===== config.mk =====
export PLATFORM = sky130hd
export DESIGN_NAME = key_debounce_event_fifo_flat
export DESIGN_NICKNAME = d
export VERILOG_FILES = /design/src/hdl/kdef_pkg.sv /design/src/hdl/kdef_item_if.sv /design/src/hdl/kdef_result_if.sv /design/src/hdl/kdef_cfg_if.sv /design/src/hdl/key_debounce_event_fifo.sv /design/src/hdl/kdef_lane.sv /design/src/hdl/kdef_merge.sv /design/src/hdl/kdef_fifo.sv /design/src/flat_wrapper.sv
export SDC_FILE = /design/constraint.sdc
export NUM_CORES = 1
export LEC_CHECK = 0
export BUFFER_PORTS_ARGS = -buffer_cell sky130_fd_sc_hd__buf_2
export CORE_MARGIN = 1
export CORE_UTILIZATION = 68
export DETAILED_ROUTE_END_ITERATION = 7
export GPL_TIMING_DRIVEN = 0
export MAX_ROUTING_LAYER = met4
export PLACE_DENSITY = 0.95
export SLEW_MARGIN = 10
export SYNTH_ARGS = -nofsm -noshare
export SYNTH_HDL_FRONTEND = slang
export SYNTH_SLANG_ARGS = --single-unit

===== constraint.sdc =====
create_clock -name i_clk -period 4.1 [get_ports i_clk]
set_input_delay 0.82 -clock i_clk [delete_from_list [all_inputs] [get_ports i_clk]]
set_output_delay 0.82 -clock i_clk [all_outputs]
set_load 0.1 [all_outputs]

===== src/hdl/kdef_pkg.sv =====
// ----------------------------------------------------------------------------
// kdef_pkg: shared types and constants for the key debounce event FIFO
// Field widths, operation codes, lane event and push types, event code helper.
// ----------------------------------------------------------------------------
package kdef_pkg;

    // Default sizes handed to the top level
    localparam int KEYS_DEF       = 4;
    localparam int FIFO_DEPTH_DEF = 16;

    // Fixed field widths
    localparam int KEYS_IN_W = 4;   // keys_down bits
    localparam int FT_W      = 7;   // filter_time bits
    localparam int CNT_W     = 8;   // debounce counter bits
    localparam int CODE_W    = 4;   // key_code bits
    localparam int KEY_IDX_W = 4;   // widest key index (up to 16 keys)

    // Reset values
    localparam logic [FT_W-1:0]  FT_RESET    = 7'd5;
    localparam logic [CNT_W-1:0] COUNT_RESET = 8'd2;

    // Operation codes
    localparam logic OP_SCAN = 1'b0;
    localparam logic OP_POP  = 1'b1;

    // Event found by one lane on a scan tick
    typedef struct packed {
        logic valid;
        logic press;
    } t_evt;

    // One write into the event store
    typedef struct packed {
        logic              valid;
        logic [CODE_W-1:0] code;
    } t_push;

    // Event code: 3*key+2 on press, 3*key+1 on release, kept to CODE_W bits
    function automatic logic [CODE_W-1:0] kdef_code(input logic [KEY_IDX_W-1:0] idx,
                                                     input logic press);
        logic [KEY_IDX_W+2:0] sum;
        begin
            sum = ({3'b000, idx} << 1) + {3'b000, idx} + (KEY_IDX_W+3)'(1)
                  + {{(KEY_IDX_W+2){1'b0}}, press};
            return sum[CODE_W-1:0];
        end
    endfunction

endpackage


===== src/hdl/kdef_item_if.sv =====
// ----------------------------------------------------------------------------
// kdef_item_if: input item channel
// Carries the operation and the key levels with a valid/ready handshake.
// ----------------------------------------------------------------------------
interface kdef_item_if
    import kdef_pkg::*;
();
    logic                 valid;
    logic                 ready;
    logic                 operation;
    logic [KEYS_IN_W-1:0] keys_down;

    modport source (output valid, output operation, output keys_down, input ready);
    modport sink   (input valid, input operation, input keys_down, output ready);
endinterface


===== src/hdl/kdef_result_if.sv =====
// ----------------------------------------------------------------------------
// kdef_result_if: result item channel
// Carries the popped key code and the empty flag with a valid/ready handshake.
// ----------------------------------------------------------------------------
interface kdef_result_if
    import kdef_pkg::*;
();
    logic              valid;
    logic              ready;
    logic [CODE_W-1:0] key_code;
    logic              fifo_empty;

    modport source (output valid, output key_code, output fifo_empty, input ready);
    modport sink   (input valid, input key_code, input fifo_empty, output ready);
endinterface


===== src/hdl/kdef_cfg_if.sv =====
// ----------------------------------------------------------------------------
// kdef_cfg_if: configuration write channel
// Carries the filter time write data with a valid/ready handshake.
// ----------------------------------------------------------------------------
interface kdef_cfg_if
    import kdef_pkg::*;
();
    logic            valid;
    logic            ready;
    logic [FT_W-1:0] filter_time;

    modport source (output valid, output filter_time, input ready);
    modport sink   (input valid, input filter_time, output ready);
endinterface


===== src/hdl/key_debounce_event_fifo.sv =====
// A scan tick holds the input while the lanes register their events and the merge
//   walks the lanes, one per key, into the single store write port.
// A pop's code goes into the store read register, then into the output register once
//   that is free; one item at a time, and a new item only while the merge is idle.
// Reset (synchronous, active low): filter time 5, counts 2, all keys released,
//   store empty; store contents are not cleared.
// ----------------------------------------------------------------------------
// key_debounce_event_fifo: key debounce with an event FIFO
// Parallel debounce lanes, a merge stage and a ring store of key events.
// ----------------------------------------------------------------------------
module key_debounce_event_fifo
    import kdef_pkg::*;
#(
    parameter int KEYS       = KEYS_DEF,
    parameter int FIFO_DEPTH = FIFO_DEPTH_DEF
) (
    input  logic        i_clk,
    input  logic        i_rst_n,
    kdef_item_if.sink   i_item,
    kdef_cfg_if.sink    i_cfg,
    kdef_result_if.source o_result
);

    localparam logic ST_IDLE = 1'b0;
    localparam logic ST_RESP = 1'b1;

    logic              r_state;
    logic [FT_W-1:0]   r_filter_time;
    logic              r_out_valid;
    logic [CODE_W-1:0] r_out_code;
    logic              r_out_empty;

    logic              item_acc;
    logic              scan_acc;
    logic              pop_acc;
    logic              merge_busy;
    logic              out_free;
    t_evt              lane_evt [KEYS];
    t_push             push;
    logic [CODE_W-1:0] fifo_code;
    logic              fifo_empty;

    // Handshakes
    assign i_item.ready = (r_state == ST_IDLE) && !merge_busy;
    assign item_acc     = i_item.valid && i_item.ready;
    assign scan_acc     = item_acc && (i_item.operation == OP_SCAN);
    assign pop_acc      = item_acc && (i_item.operation == OP_POP);
    assign i_cfg.ready  = 1'b1;
    assign out_free     = !r_out_valid || o_result.ready;

    // Hold the filter time
    always_ff @(posedge i_clk) begin
        if (!i_rst_n) begin
            r_filter_time <= FT_RESET;
        end else if (i_cfg.valid) begin
            r_filter_time <= i_cfg.filter_time;
        end
    end

    // Debounce lanes, one per key; keys without an input bit read released
    for (genvar k = 0; k < KEYS; k++) begin : g_lane
        logic down;
        if (k < KEYS_IN_W) begin : g_in
            assign down = i_item.keys_down[k];
        end else begin : g_none
            assign down = 1'b0;
        end
        kdef_lane u_lane (
            .i_clk         (i_clk),
            .i_rst_n       (i_rst_n),
            .i_strobe      (scan_acc),
            .i_down        (down),
            .i_filter_time (r_filter_time),
            .o_evt         (lane_evt[k])
        );
    end

    kdef_merge #(
        .KEYS (KEYS)
    ) u_merge (
        .i_clk   (i_clk),
        .i_rst_n (i_rst_n),
        .i_start (scan_acc),
        .i_evt   (lane_evt),
        .o_push  (push),
        .o_busy  (merge_busy)
    );

    kdef_fifo #(
        .FIFO_DEPTH (FIFO_DEPTH)
    ) u_fifo (
        .i_clk   (i_clk),
        .i_rst_n (i_rst_n),
        .i_push  (push),
        .i_pop   (pop_acc),
        .o_code  (fifo_code),
        .o_empty (fifo_empty)
    );

    // Pop sequencing and output valid
    always_ff @(posedge i_clk) begin
        if (!i_rst_n) begin
            r_state     <= ST_IDLE;
            r_out_valid <= 1'b0;
        end else begin
            case (r_state)
                ST_IDLE: begin
                    if (pop_acc) begin
                        r_state <= ST_RESP;
                    end
                    if (o_result.ready) begin
                        r_out_valid <= 1'b0;
                    end
                end
                ST_RESP: begin
                    if (out_free) begin
                        r_out_valid <= 1'b1;
                        r_state     <= ST_IDLE;
                    end
                end
                default: begin
                    r_state <= ST_IDLE;
                end
            endcase
        end
    end

    // Load the result item
    always_ff @(posedge i_clk) begin
        if ((r_state == ST_RESP) && out_free) begin
            r_out_code  <= fifo_code;
            r_out_empty <= fifo_empty;
        end
    end

    assign o_result.valid      = r_out_valid;
    assign o_result.key_code   = r_out_code;
    assign o_result.fifo_empty = r_out_empty;

endmodule


===== src/hdl/kdef_lane.sv =====
// ----------------------------------------------------------------------------
// kdef_lane: debounce lane for one key
// Hysteresis counter and pressed flag; flags a press or release event per scan.
// ----------------------------------------------------------------------------
module kdef_lane
    import kdef_pkg::*;
(
    input  logic            i_clk,
    input  logic            i_rst_n,
    input  logic            i_strobe,
    input  logic            i_down,
    input  logic [FT_W-1:0] i_filter_time,
    output t_evt            o_evt
);

    logic [CNT_W-1:0] r_count, n_count;
    logic             r_pressed, n_pressed;
    t_evt             r_evt, n_evt;
    logic [CNT_W-1:0] ft1, ft2;

    assign ft1 = {1'b0, i_filter_time};
    assign ft2 = {i_filter_time, 1'b0};

    // Work out next count, pressed flag and event
    always_comb begin
        n_count     = r_count;
        n_pressed   = r_pressed;
        n_evt.valid = 1'b0;
        n_evt.press = i_down;
        if (i_down) begin
            if (r_count < ft1) begin
                n_count = ft1;
            end else if (r_count < ft2) begin
                n_count = r_count + CNT_W'(1);
            end else if (!r_pressed) begin
                n_pressed   = 1'b1;
                n_evt.valid = 1'b1;
            end
        end else begin
            if (r_count > ft1) begin
                n_count = ft1;
            end else if (r_count != '0) begin
                n_count = r_count - CNT_W'(1);
            end else if (r_pressed) begin
                n_pressed   = 1'b0;
                n_evt.valid = 1'b1;
            end
        end
    end

    // Update on each scan tick
    always_ff @(posedge i_clk) begin
        if (!i_rst_n) begin
            r_count     <= COUNT_RESET;
            r_pressed   <= 1'b0;
            r_evt.valid <= 1'b0;
        end else if (i_strobe) begin
            r_count     <= n_count;
            r_pressed   <= n_pressed;
            r_evt.valid <= n_evt.valid;
        end
    end

    // Payload bit needs no reset
    always_ff @(posedge i_clk) begin
        if (i_strobe) begin
            r_evt.press <= n_evt.press;
        end
    end

    assign o_evt = r_evt;

endmodule


===== src/hdl/kdef_merge.sv =====
// ----------------------------------------------------------------------------
// kdef_merge: lane merge
// Walks the lane events in key order, one key a cycle, and issues pushes.
// ----------------------------------------------------------------------------
module kdef_merge
    import kdef_pkg::*;
#(
    parameter int KEYS = KEYS_DEF
) (
    input  logic  i_clk,
    input  logic  i_rst_n,
    input  logic  i_start,
    input  t_evt  i_evt [KEYS],
    output t_push o_push,
    output logic  o_busy
);

    localparam int IDX_W = (KEYS > 1) ? $clog2(KEYS) : 1;
    localparam logic [IDX_W-1:0] IDX_LAST = IDX_W'(KEYS - 1);

    logic             r_busy;
    logic [IDX_W-1:0] r_idx;

    // Advance through the lanes
    always_ff @(posedge i_clk) begin
        if (!i_rst_n) begin
            r_busy <= 1'b0;
            r_idx  <= '0;
        end else if (i_start) begin
            r_busy <= 1'b1;
            r_idx  <= '0;
        end else if (r_busy) begin
            if (r_idx == IDX_LAST) begin
                r_busy <= 1'b0;
            end
            r_idx <= r_idx + IDX_W'(1);
        end
    end

    // Push the current lane's event
    assign o_push.valid = r_busy && i_evt[r_idx].valid;
    assign o_push.code  = kdef_code(KEY_IDX_W'(r_idx), i_evt[r_idx].press);
    assign o_busy       = r_busy;

endmodule


===== src/hdl/kdef_fifo.sv =====
// ----------------------------------------------------------------------------
// kdef_fifo: ring event store
// One write and one registered read per cycle; no full check, overflow overwrites.
// ----------------------------------------------------------------------------
module kdef_fifo
    import kdef_pkg::*;
#(
    parameter int FIFO_DEPTH = FIFO_DEPTH_DEF
) (
    input  logic              i_clk,
    input  logic              i_rst_n,
    input  t_push             i_push,
    input  logic              i_pop,
    output logic [CODE_W-1:0] o_code,
    output logic              o_empty
);

    localparam int PTR_W = $clog2(FIFO_DEPTH);
    localparam logic [PTR_W-1:0] PTR_LAST = PTR_W'(FIFO_DEPTH - 1);

    logic [CODE_W-1:0] mem [FIFO_DEPTH];
    logic [PTR_W-1:0]  r_wr_ptr, r_rd_ptr;
    logic [CODE_W-1:0] r_code;
    logic              r_empty;
    logic              empty_now;

    assign empty_now = (r_rd_ptr == r_wr_ptr);

    // Store write
    always_ff @(posedge i_clk) begin
        if (i_push.valid) begin
            mem[r_wr_ptr] <= i_push.code;
        end
    end

    // Store read
    always_ff @(posedge i_clk) begin
        if (i_pop) begin
            r_code <= empty_now ? '0 : mem[r_rd_ptr];
        end
    end

    // Pointers and empty flag
    always_ff @(posedge i_clk) begin
        if (!i_rst_n) begin
            r_wr_ptr <= '0;
            r_rd_ptr <= '0;
            r_empty  <= 1'b1;
        end else begin
            if (i_push.valid) begin
                r_wr_ptr <= (r_wr_ptr == PTR_LAST) ? '0 : r_wr_ptr + PTR_W'(1);
            end
            if (i_pop) begin
                r_empty <= empty_now;
                if (!empty_now) begin
                    r_rd_ptr <= (r_rd_ptr == PTR_LAST) ? '0 : r_rd_ptr + PTR_W'(1);
                end
            end
        end
    end

    assign o_code  = r_code;
    assign o_empty = r_empty;

endmodule


===== src/flat_wrapper.sv =====
// flat-port wrapper written by rule: the top's interface ports become plain ports
module key_debounce_event_fifo_flat import kdef_pkg::*;
#(
    parameter int KEYS       = KEYS_DEF,
    parameter int FIFO_DEPTH = FIFO_DEPTH_DEF
)
  (i_clk, i_rst_n, i_item_valid, i_item_operation, i_item_keys_down, i_item_ready, i_cfg_valid, i_cfg_filter_time, i_cfg_ready, o_result_valid, o_result_key_code, o_result_fifo_empty, o_result_ready);
  kdef_item_if i_item_i ();
  kdef_cfg_if i_cfg_i ();
  kdef_result_if o_result_i ();
  input  logic i_clk;
  input  logic i_rst_n;
  input wire logic [$bits(i_item_i.valid)-1:0] i_item_valid;
  input wire logic [$bits(i_item_i.operation)-1:0] i_item_operation;
  input wire logic [$bits(i_item_i.keys_down)-1:0] i_item_keys_down;
  output wire logic [$bits(i_item_i.ready)-1:0] i_item_ready;
  input wire logic [$bits(i_cfg_i.valid)-1:0] i_cfg_valid;
  input wire logic [$bits(i_cfg_i.filter_time)-1:0] i_cfg_filter_time;
  output wire logic [$bits(i_cfg_i.ready)-1:0] i_cfg_ready;
  output wire logic [$bits(o_result_i.valid)-1:0] o_result_valid;
  output wire logic [$bits(o_result_i.key_code)-1:0] o_result_key_code;
  output wire logic [$bits(o_result_i.fifo_empty)-1:0] o_result_fifo_empty;
  input wire logic [$bits(o_result_i.ready)-1:0] o_result_ready;
  assign i_item_i.valid = i_item_valid;
  assign i_item_i.operation = i_item_operation;
  assign i_item_i.keys_down = i_item_keys_down;
  assign i_item_ready = i_item_i.ready;
  assign i_cfg_i.valid = i_cfg_valid;
  assign i_cfg_i.filter_time = i_cfg_filter_time;
  assign i_cfg_ready = i_cfg_i.ready;
  assign o_result_valid = o_result_i.valid;
  assign o_result_key_code = o_result_i.key_code;
  assign o_result_fifo_empty = o_result_i.fifo_empty;
  assign o_result_i.ready = o_result_ready;
  key_debounce_event_fifo #(.KEYS(KEYS), .FIFO_DEPTH(FIFO_DEPTH)) u_core (.i_clk(i_clk), .i_rst_n(i_rst_n), .i_item(i_item_i), .i_cfg(i_cfg_i), .o_result(o_result_i));
endmodule

==> flow_summary.yaml, run 1 <==
synth:
  syn-num-nets: 914
  netlist_area_um2: 8330
  synth_xor_area_share_pct: 1.05
  yosys.area_share.simple_pct: 15.0
  synth_compound_area_share_pct: 19.3
  yosys-top-cells-area: "edfxtp_1 28%, dfxtp_1 15%, ha_1 11%"
  synthFlopType: "edfxtp_1"
  ys_seq_elements: 138
  synth_top_area_cell: "edfxtp_1"
  yosysSeqAreaShare_pct: 42.4
  synthArstFlopShare_pct: 0
  synth_edf_count: 77
  avgSynthCellArea_um2: 10.1
  synth_top_family_by_area: "compound AO/OA/AOI/OAI gates"
  synthMuxAreaShare_pct: 7.42
  synthAdderAreaFrac_pct: 11.1
  yosysTopAreaCellShare_pct: 27.8
  ys_types: 78
  syn_inst: 824
  synth_warnings: 0
layout:
  diodes: 0
  fillers: 727
  area_delta_synth_final_pct: 10.5
  multi_input_area_um2: 4490
  drive_gt1_share_pct: 11.5
  num-nets-final: 956
  regArea_um2: 3530
cts:
  cts_buffer_depth: 2
  cts-htree-levels: 4
  clockRootBuffer: "clkbuf_16"
  cts_buffers: 17
  cts_hold_buf: 0
  cts.clk_slew.worst_paths_ps: 60
  cts_tree: "yes"
  insertion_delay_ps: 420
  cts_sinks: 138
  post_cts_buffers: 0
  cts_resized: 0
outcome:
  outcome: "complete, no violations"
global_routing:
  grt_pass1_wl_um: 35200
  grtUsageTotal_pct: 37.5
  overflow: 0
  met3_usage_pct: 8.21
  grt_use_met2_pct: 61.3
  grt_max_degree: 17
  grt_util_met1_pct: 42.5
  antenna_found_initial: 0
  busiest_layer: "met2"
  grt_pass1_vias: 6843
critical_path:
  critPathArrivalTime_ps: 4020
  crit_fanout: 10
  cp.required_ps: 4420
  critPathLaunchType: "flip-flop"
  worst_setup_path_end_kind: "flip-flop"
  crit_type: "reg -> reg"
  ff2ff_setup_slack_ps: 390
sta:
  final.period_utilization_pct: 90.4
  setup_viol: 0
  slew_violations: 0
  finalSetupTns_ps: 0
  period_needed_ps: 3710
  finClkSkew_ps: 10.1
  rsz0062_at_grt: "false"
  relSlewSlack_pct: 20.7
  tightest_slew_ps: 1190
  finalHoldViolCount: 0
  fmax_ghz: 0.270
die:
  core_um2: 12000
  start_util_pct: 69.6
  die_x_um: 113
  rows: 40
  die-area_um2: 12700
  ios: 25
  die_h_um: 113
placed_design:
  port_buffers: 22
  place_hpwl_um: 14800
  place_congestion: 0.950
job:
  maxCapViolCount: 0
route:
  viasPerCell: 7.05
  drt_iter0_drc: 1125
  wl_per_cell_um: 21.7
  drtPass1Iterations: 7
  ant_nets: 0
  finalWirelength_um: 22300
  drcViolationCount: 0
  num_vias: 7233
power:
  powerDensity_nw_per_um2: 412
  irDropWorstVdd_mv: 0.282
  power_mw: 3.80
  power_leakage_nw: 3.42
worst_hold_path:
  hold_path.class: "reg -> reg"
-- critical path, cell delays in order (launching register included) --
cell      delay, ps
dfxtp_1         310
clkbuf_1        500
inv_1           400
ha_1            390
nand4b_1        150
o221a_2         310
a21boi_2        350
o211ai_1        320
o311a_1         180
clkbuf_1        240
o221a_2         200
o32ai_1         260
-- where the power goes --
group          switching (mW)  internal, mW
Sequential             0.0683          1.53
Combinational           0.457         0.244
Clock                   0.607         0.893
Total                    1.13          2.66
-- state kept, by name (all words and copies together) (netlist names), 2 cells and up --
register / cells
u_core.g_lane.u_lane.o_evt: 8
u_core.g_lane.u_lane.r_count: 32
u_core.g_lane.u_lane.r_pressed: 4
u_core.u_merge.r_idx: 2
u_core.o_result.key_code: 4
u_core.u_fifo.r_rd_ptr: 4
u_core.u_fifo.mem: 64
u_core.r_filter_time: 7
u_core.u_fifo.o_code: 4
u_core.u_fifo.r_wr_ptr: 4
-- layout make-up --
cell class	instances	share of cell area, %
Inverter	40	1.63
Buffer	37	1.70
Tap cell	147	2.00
Clock buffer	17	4.62
Timing Repair Buffer	23	1.25
Clock inverter	15	1.64
Multi-Input combinational cell	609	48.8
Sequential cell	138	38.4
-- cells in the final DEF (no fill, tap or decap), types with 11 or more instances in the layout --
cell       count
nor2_1        83
edfxtp_1      77
ha_1          72
dfxtp_1       61
a21oi_1       57
nand2_1       56
o21ai_0       43
inv_1         39
clkbuf_1      27
buf_2         26
nand3_1       25
nor3_1        24
mux4_2        23
clkbuf_16     17
a31oi_1       16
nor2b_1       13
and3_1        11
-- layer usage --
layer / wire, µm / vias up
met1: 8150 / 3401
li1: - / 3229
met3: 2100 / 87
met2: 11100 / 516
met5: 0 / -
met4: 900 / 0
-- synthesized netlist by cell type (all sizes together) (17+ instances only) --
| cell type | count |
|---|---|
| a31oi | 17 |
| mux4 | 23 |
| dfxtp | 61 |
| clkbuf | 28 |
| o21ai | 47 |
| nor2 | 83 |
| inv | 39 |
| edfxtp | 77 |
| nand3 | 25 |
| nand2 | 56 |
| ha | 72 |
| nor3 | 24 |
| a21oi | 58 |
-- path summary, 6_finish.rpt --
check | start | depth (start not counted) | to
max | u_core.r_filter_time[4] | 11 | u_core.g_lane[1].u_lane.r_count[2]
min | u_core.u_fifo.o_code[1] | 0 | u_core.o_result.key_code[1]
max reg2reg | u_core.r_filter_time[4] | 11 | u_core.g_lane[1].u_lane.r_count[2]
min reg2reg | u_core.u_fifo.o_code[1] | 0 | u_core.o_result.key_code[1]
-- metrics by stage --
step	std cells	setup WS (ps)	utilization [%]	instance area (µm²)	hold slack [ps]
finish	1026	392	77.0	9210	418
global route	1026	234	77.0	9210	426
CTS	1025	396	76.9	9200	420
detailed placement	993	370	72.1	8620	407
global placement	993	550	72.1	8620	402
floorplan	824	862	-	8330	400
-- cell families after synthesis --
family / Yosys count
buffers and inverters: 77
other: 1
adder cells (fa/ha/maj): 73
AND/OR/NAND/NOR: 260
AO/OA/AOI/OAI: 232
XOR/XNOR: 10
flip-flops: 138
multiplexers: 33
Note: power is estimated with default switching activity, not from simulation.
==> run 2, diff against run 1 <==
- CELL_PAD_IN_SITES_DETAIL_PLACEMENT: not set -> 0
- CELL_PAD_IN_SITES_GLOBAL_PLACEMENT: not set -> 2
- CORE_UTILIZATION: 68 -> 45
==> flow_summary.yaml, run 2 (same netlist as run 1, synthesis figures left out) <==
job:
  maxCapViolCount: 0
cts:
  insertion_delay_ps: 430
  cts-htree-levels: 4
  post_cts_buffers: 0
  cts_buffers: 17
  cts.clk_slew.worst_paths_ps: 70
  clockRootBuffer: "clkbuf_16"
  cts_tree: "yes"
  cts_buffer_depth: 2
  cts_hold_buf: 0
  cts_resized: 0
  cts_sinks: 138
critical_path:
  cp_slowest_cell: "clkbuf_1"
  crit_fanout: 9
  critPathArrivalTime_ps: 4140
  path_cells: "clkbuf_1, inv_1, ha_1, nand4b_1, o211a_1, a21oi_1, o221ai_1, o311ai_0, o21ai_0"
  cp_num_buf_inv: 2
  critPathLaunchType: "flip-flop"
  crit_family: "compound AO/OA/AOI/OAI gates"
  crit_type: "reg -> reg"
  worst_setup_path_end_kind: "flip-flop"
  critical_path.max_stage_delay_ps: 540
  cp.required_ps: 4390
sta:
  tightest_slew_ps: 1100
  final.period_utilization_pct: 93.8
  period_needed_ps: 3850
  finalHoldViolCount: 0
  relSlewSlack_pct: 26.3
  setup_viol: 0
  finClkSkew_ps: 11.1
  finalSetupTns_ps: 0
  fmax_ghz: 0.260
  rsz0062_at_grt: "false"
  slew_violations: 0
die:
  die_x_um: 138
  die_h_um: 138
  core_um2: 18000
  ios: 25
  die-area_um2: 19100
  rows: 49
  start_util_pct: 46.2
power:
  power.share.switching_pct: 30.8
  p_sw_mw: 1.17
  power_leakage_nw: 3.42
  p_seq_share_pct: 42.0
  irDropWorstVdd_mv: 0.292
  intPower_mw: 2.62
  powerDensity_nw_per_um2: 407
  power_frac_comb_pct: 18.0
  clkPwrFrac_pct: 40.0
layout:
  num-nets-final: 955
  drive_gt1_share_pct: 11.7
  fin_cells: 1107
  final_common_cell: "nor2_1"
  top_register: "u_core.u_fifo.mem"
  layout_common_cells: "83 x nor2_1, 77 x edfxtp_1, 72 x ha_1"
  diodes: 0
  largest_reg_flops: 64
  area_delta_synth_final_pct: 11.8
placed_design:
  place_congestion: 0.843
  place_hpwl_um: 15300
  port_buffers: 22
  dp.cells: 1075
global_routing:
  grt_pass1_wl_um: 34900
  grt_pass1_vias: 6386
  grt_max_degree: 17
  antenna_found_initial: 0
  overflow: 0
  grtUsageTotal_pct: 24.1
worst_hold_path:
  hold_path.class: "reg -> reg"
route:
  drt_iter0_drc: 420
  num_vias: 6666
  finalWirelength_um: 21600
  viasPerCell: 6.02
  drtPass1Iterations: 5
  ant_nets: 0
  drcViolationCount: 0
  wl_per_cell_um: 19.5
outcome:
  outcome: "complete, no violations"
## run 2: cell types whose count changed in the layout (fill, tap and decap cells not counted)
cell / change
inv_8: +4
clkinv_4: -3
inv_6: +3
clkinv_1: -2
bufinv_16: -1
clkbuf_2: -1
clkinv_2: -1
nor4_1: -1
nor4_2: +1
## run 2: routing by layer
layer	vias up	global-route usage (%)	share of wire [%]
met5	-	-	0
met4	0	9.02	2.3
met3	30	3.39	4.9
met2	185	36.3	46
met1	3220	33.1	47
li1	3231	-	-
## run 2: final timing paths
check | start | end | slack [ps] | depth (start not counted)
min reg2reg | u_core.u_fifo.o_code[3] | u_core.o_result.key_code[3] | 430 | 0
min | u_core.u_fifo.o_code[3] | u_core.o_result.key_code[3] | 430 | 0
max | u_core.r_filter_time[4] | u_core.g_lane[3].u_lane.r_count[4] | 250 | 9
max reg2reg | u_core.r_filter_time[4] | u_core.g_lane[3].u_lane.r_count[4] | 250 | 9
## run 2: layout make-up
| cell class | instances | area [µm²] |
|---|---|---|
| plain buffers | 37 | 156 |
| clock buffers | 17 | 425 |
| clock inverters | 15 | 154 |
| fillers | 1631 | 8710 |
| inverters | 40 | 150 |
| multi-input cells | 609 | 4500 |
| flip-flops and latches | 138 | 3530 |
| well taps | 229 | 287 |
| repair buffers | 22 | 110 |
## run 2: through the flow
step           worst slack [ps]  hold slack [ps]  utilization [%]  power (mW)  area (µm²)
2_1_floorplan               862              400                -        2.10        8330
3_3_place_gp                288              406             48.4        2.29        8730
3_5_place_dp                295              415             48.4        2.30        8730
4_1_cts                     292              430             51.6        3.80        9310
5_1_grt                    51.0              439             51.7        3.96        9310
6_report                    253              426             51.7        3.79        9310
## run 2: power groups by stage
stage	clock network [mW]	logic, mW	registers (mW)
after detailed placement	0	0.674	1.62
after global routing	1.60	0.766	1.60
after floorplan	0	0.498	1.61
after CTS	1.53	0.678	1.59
final	1.52	0.683	1.59
after global placement	0	0.670	1.62
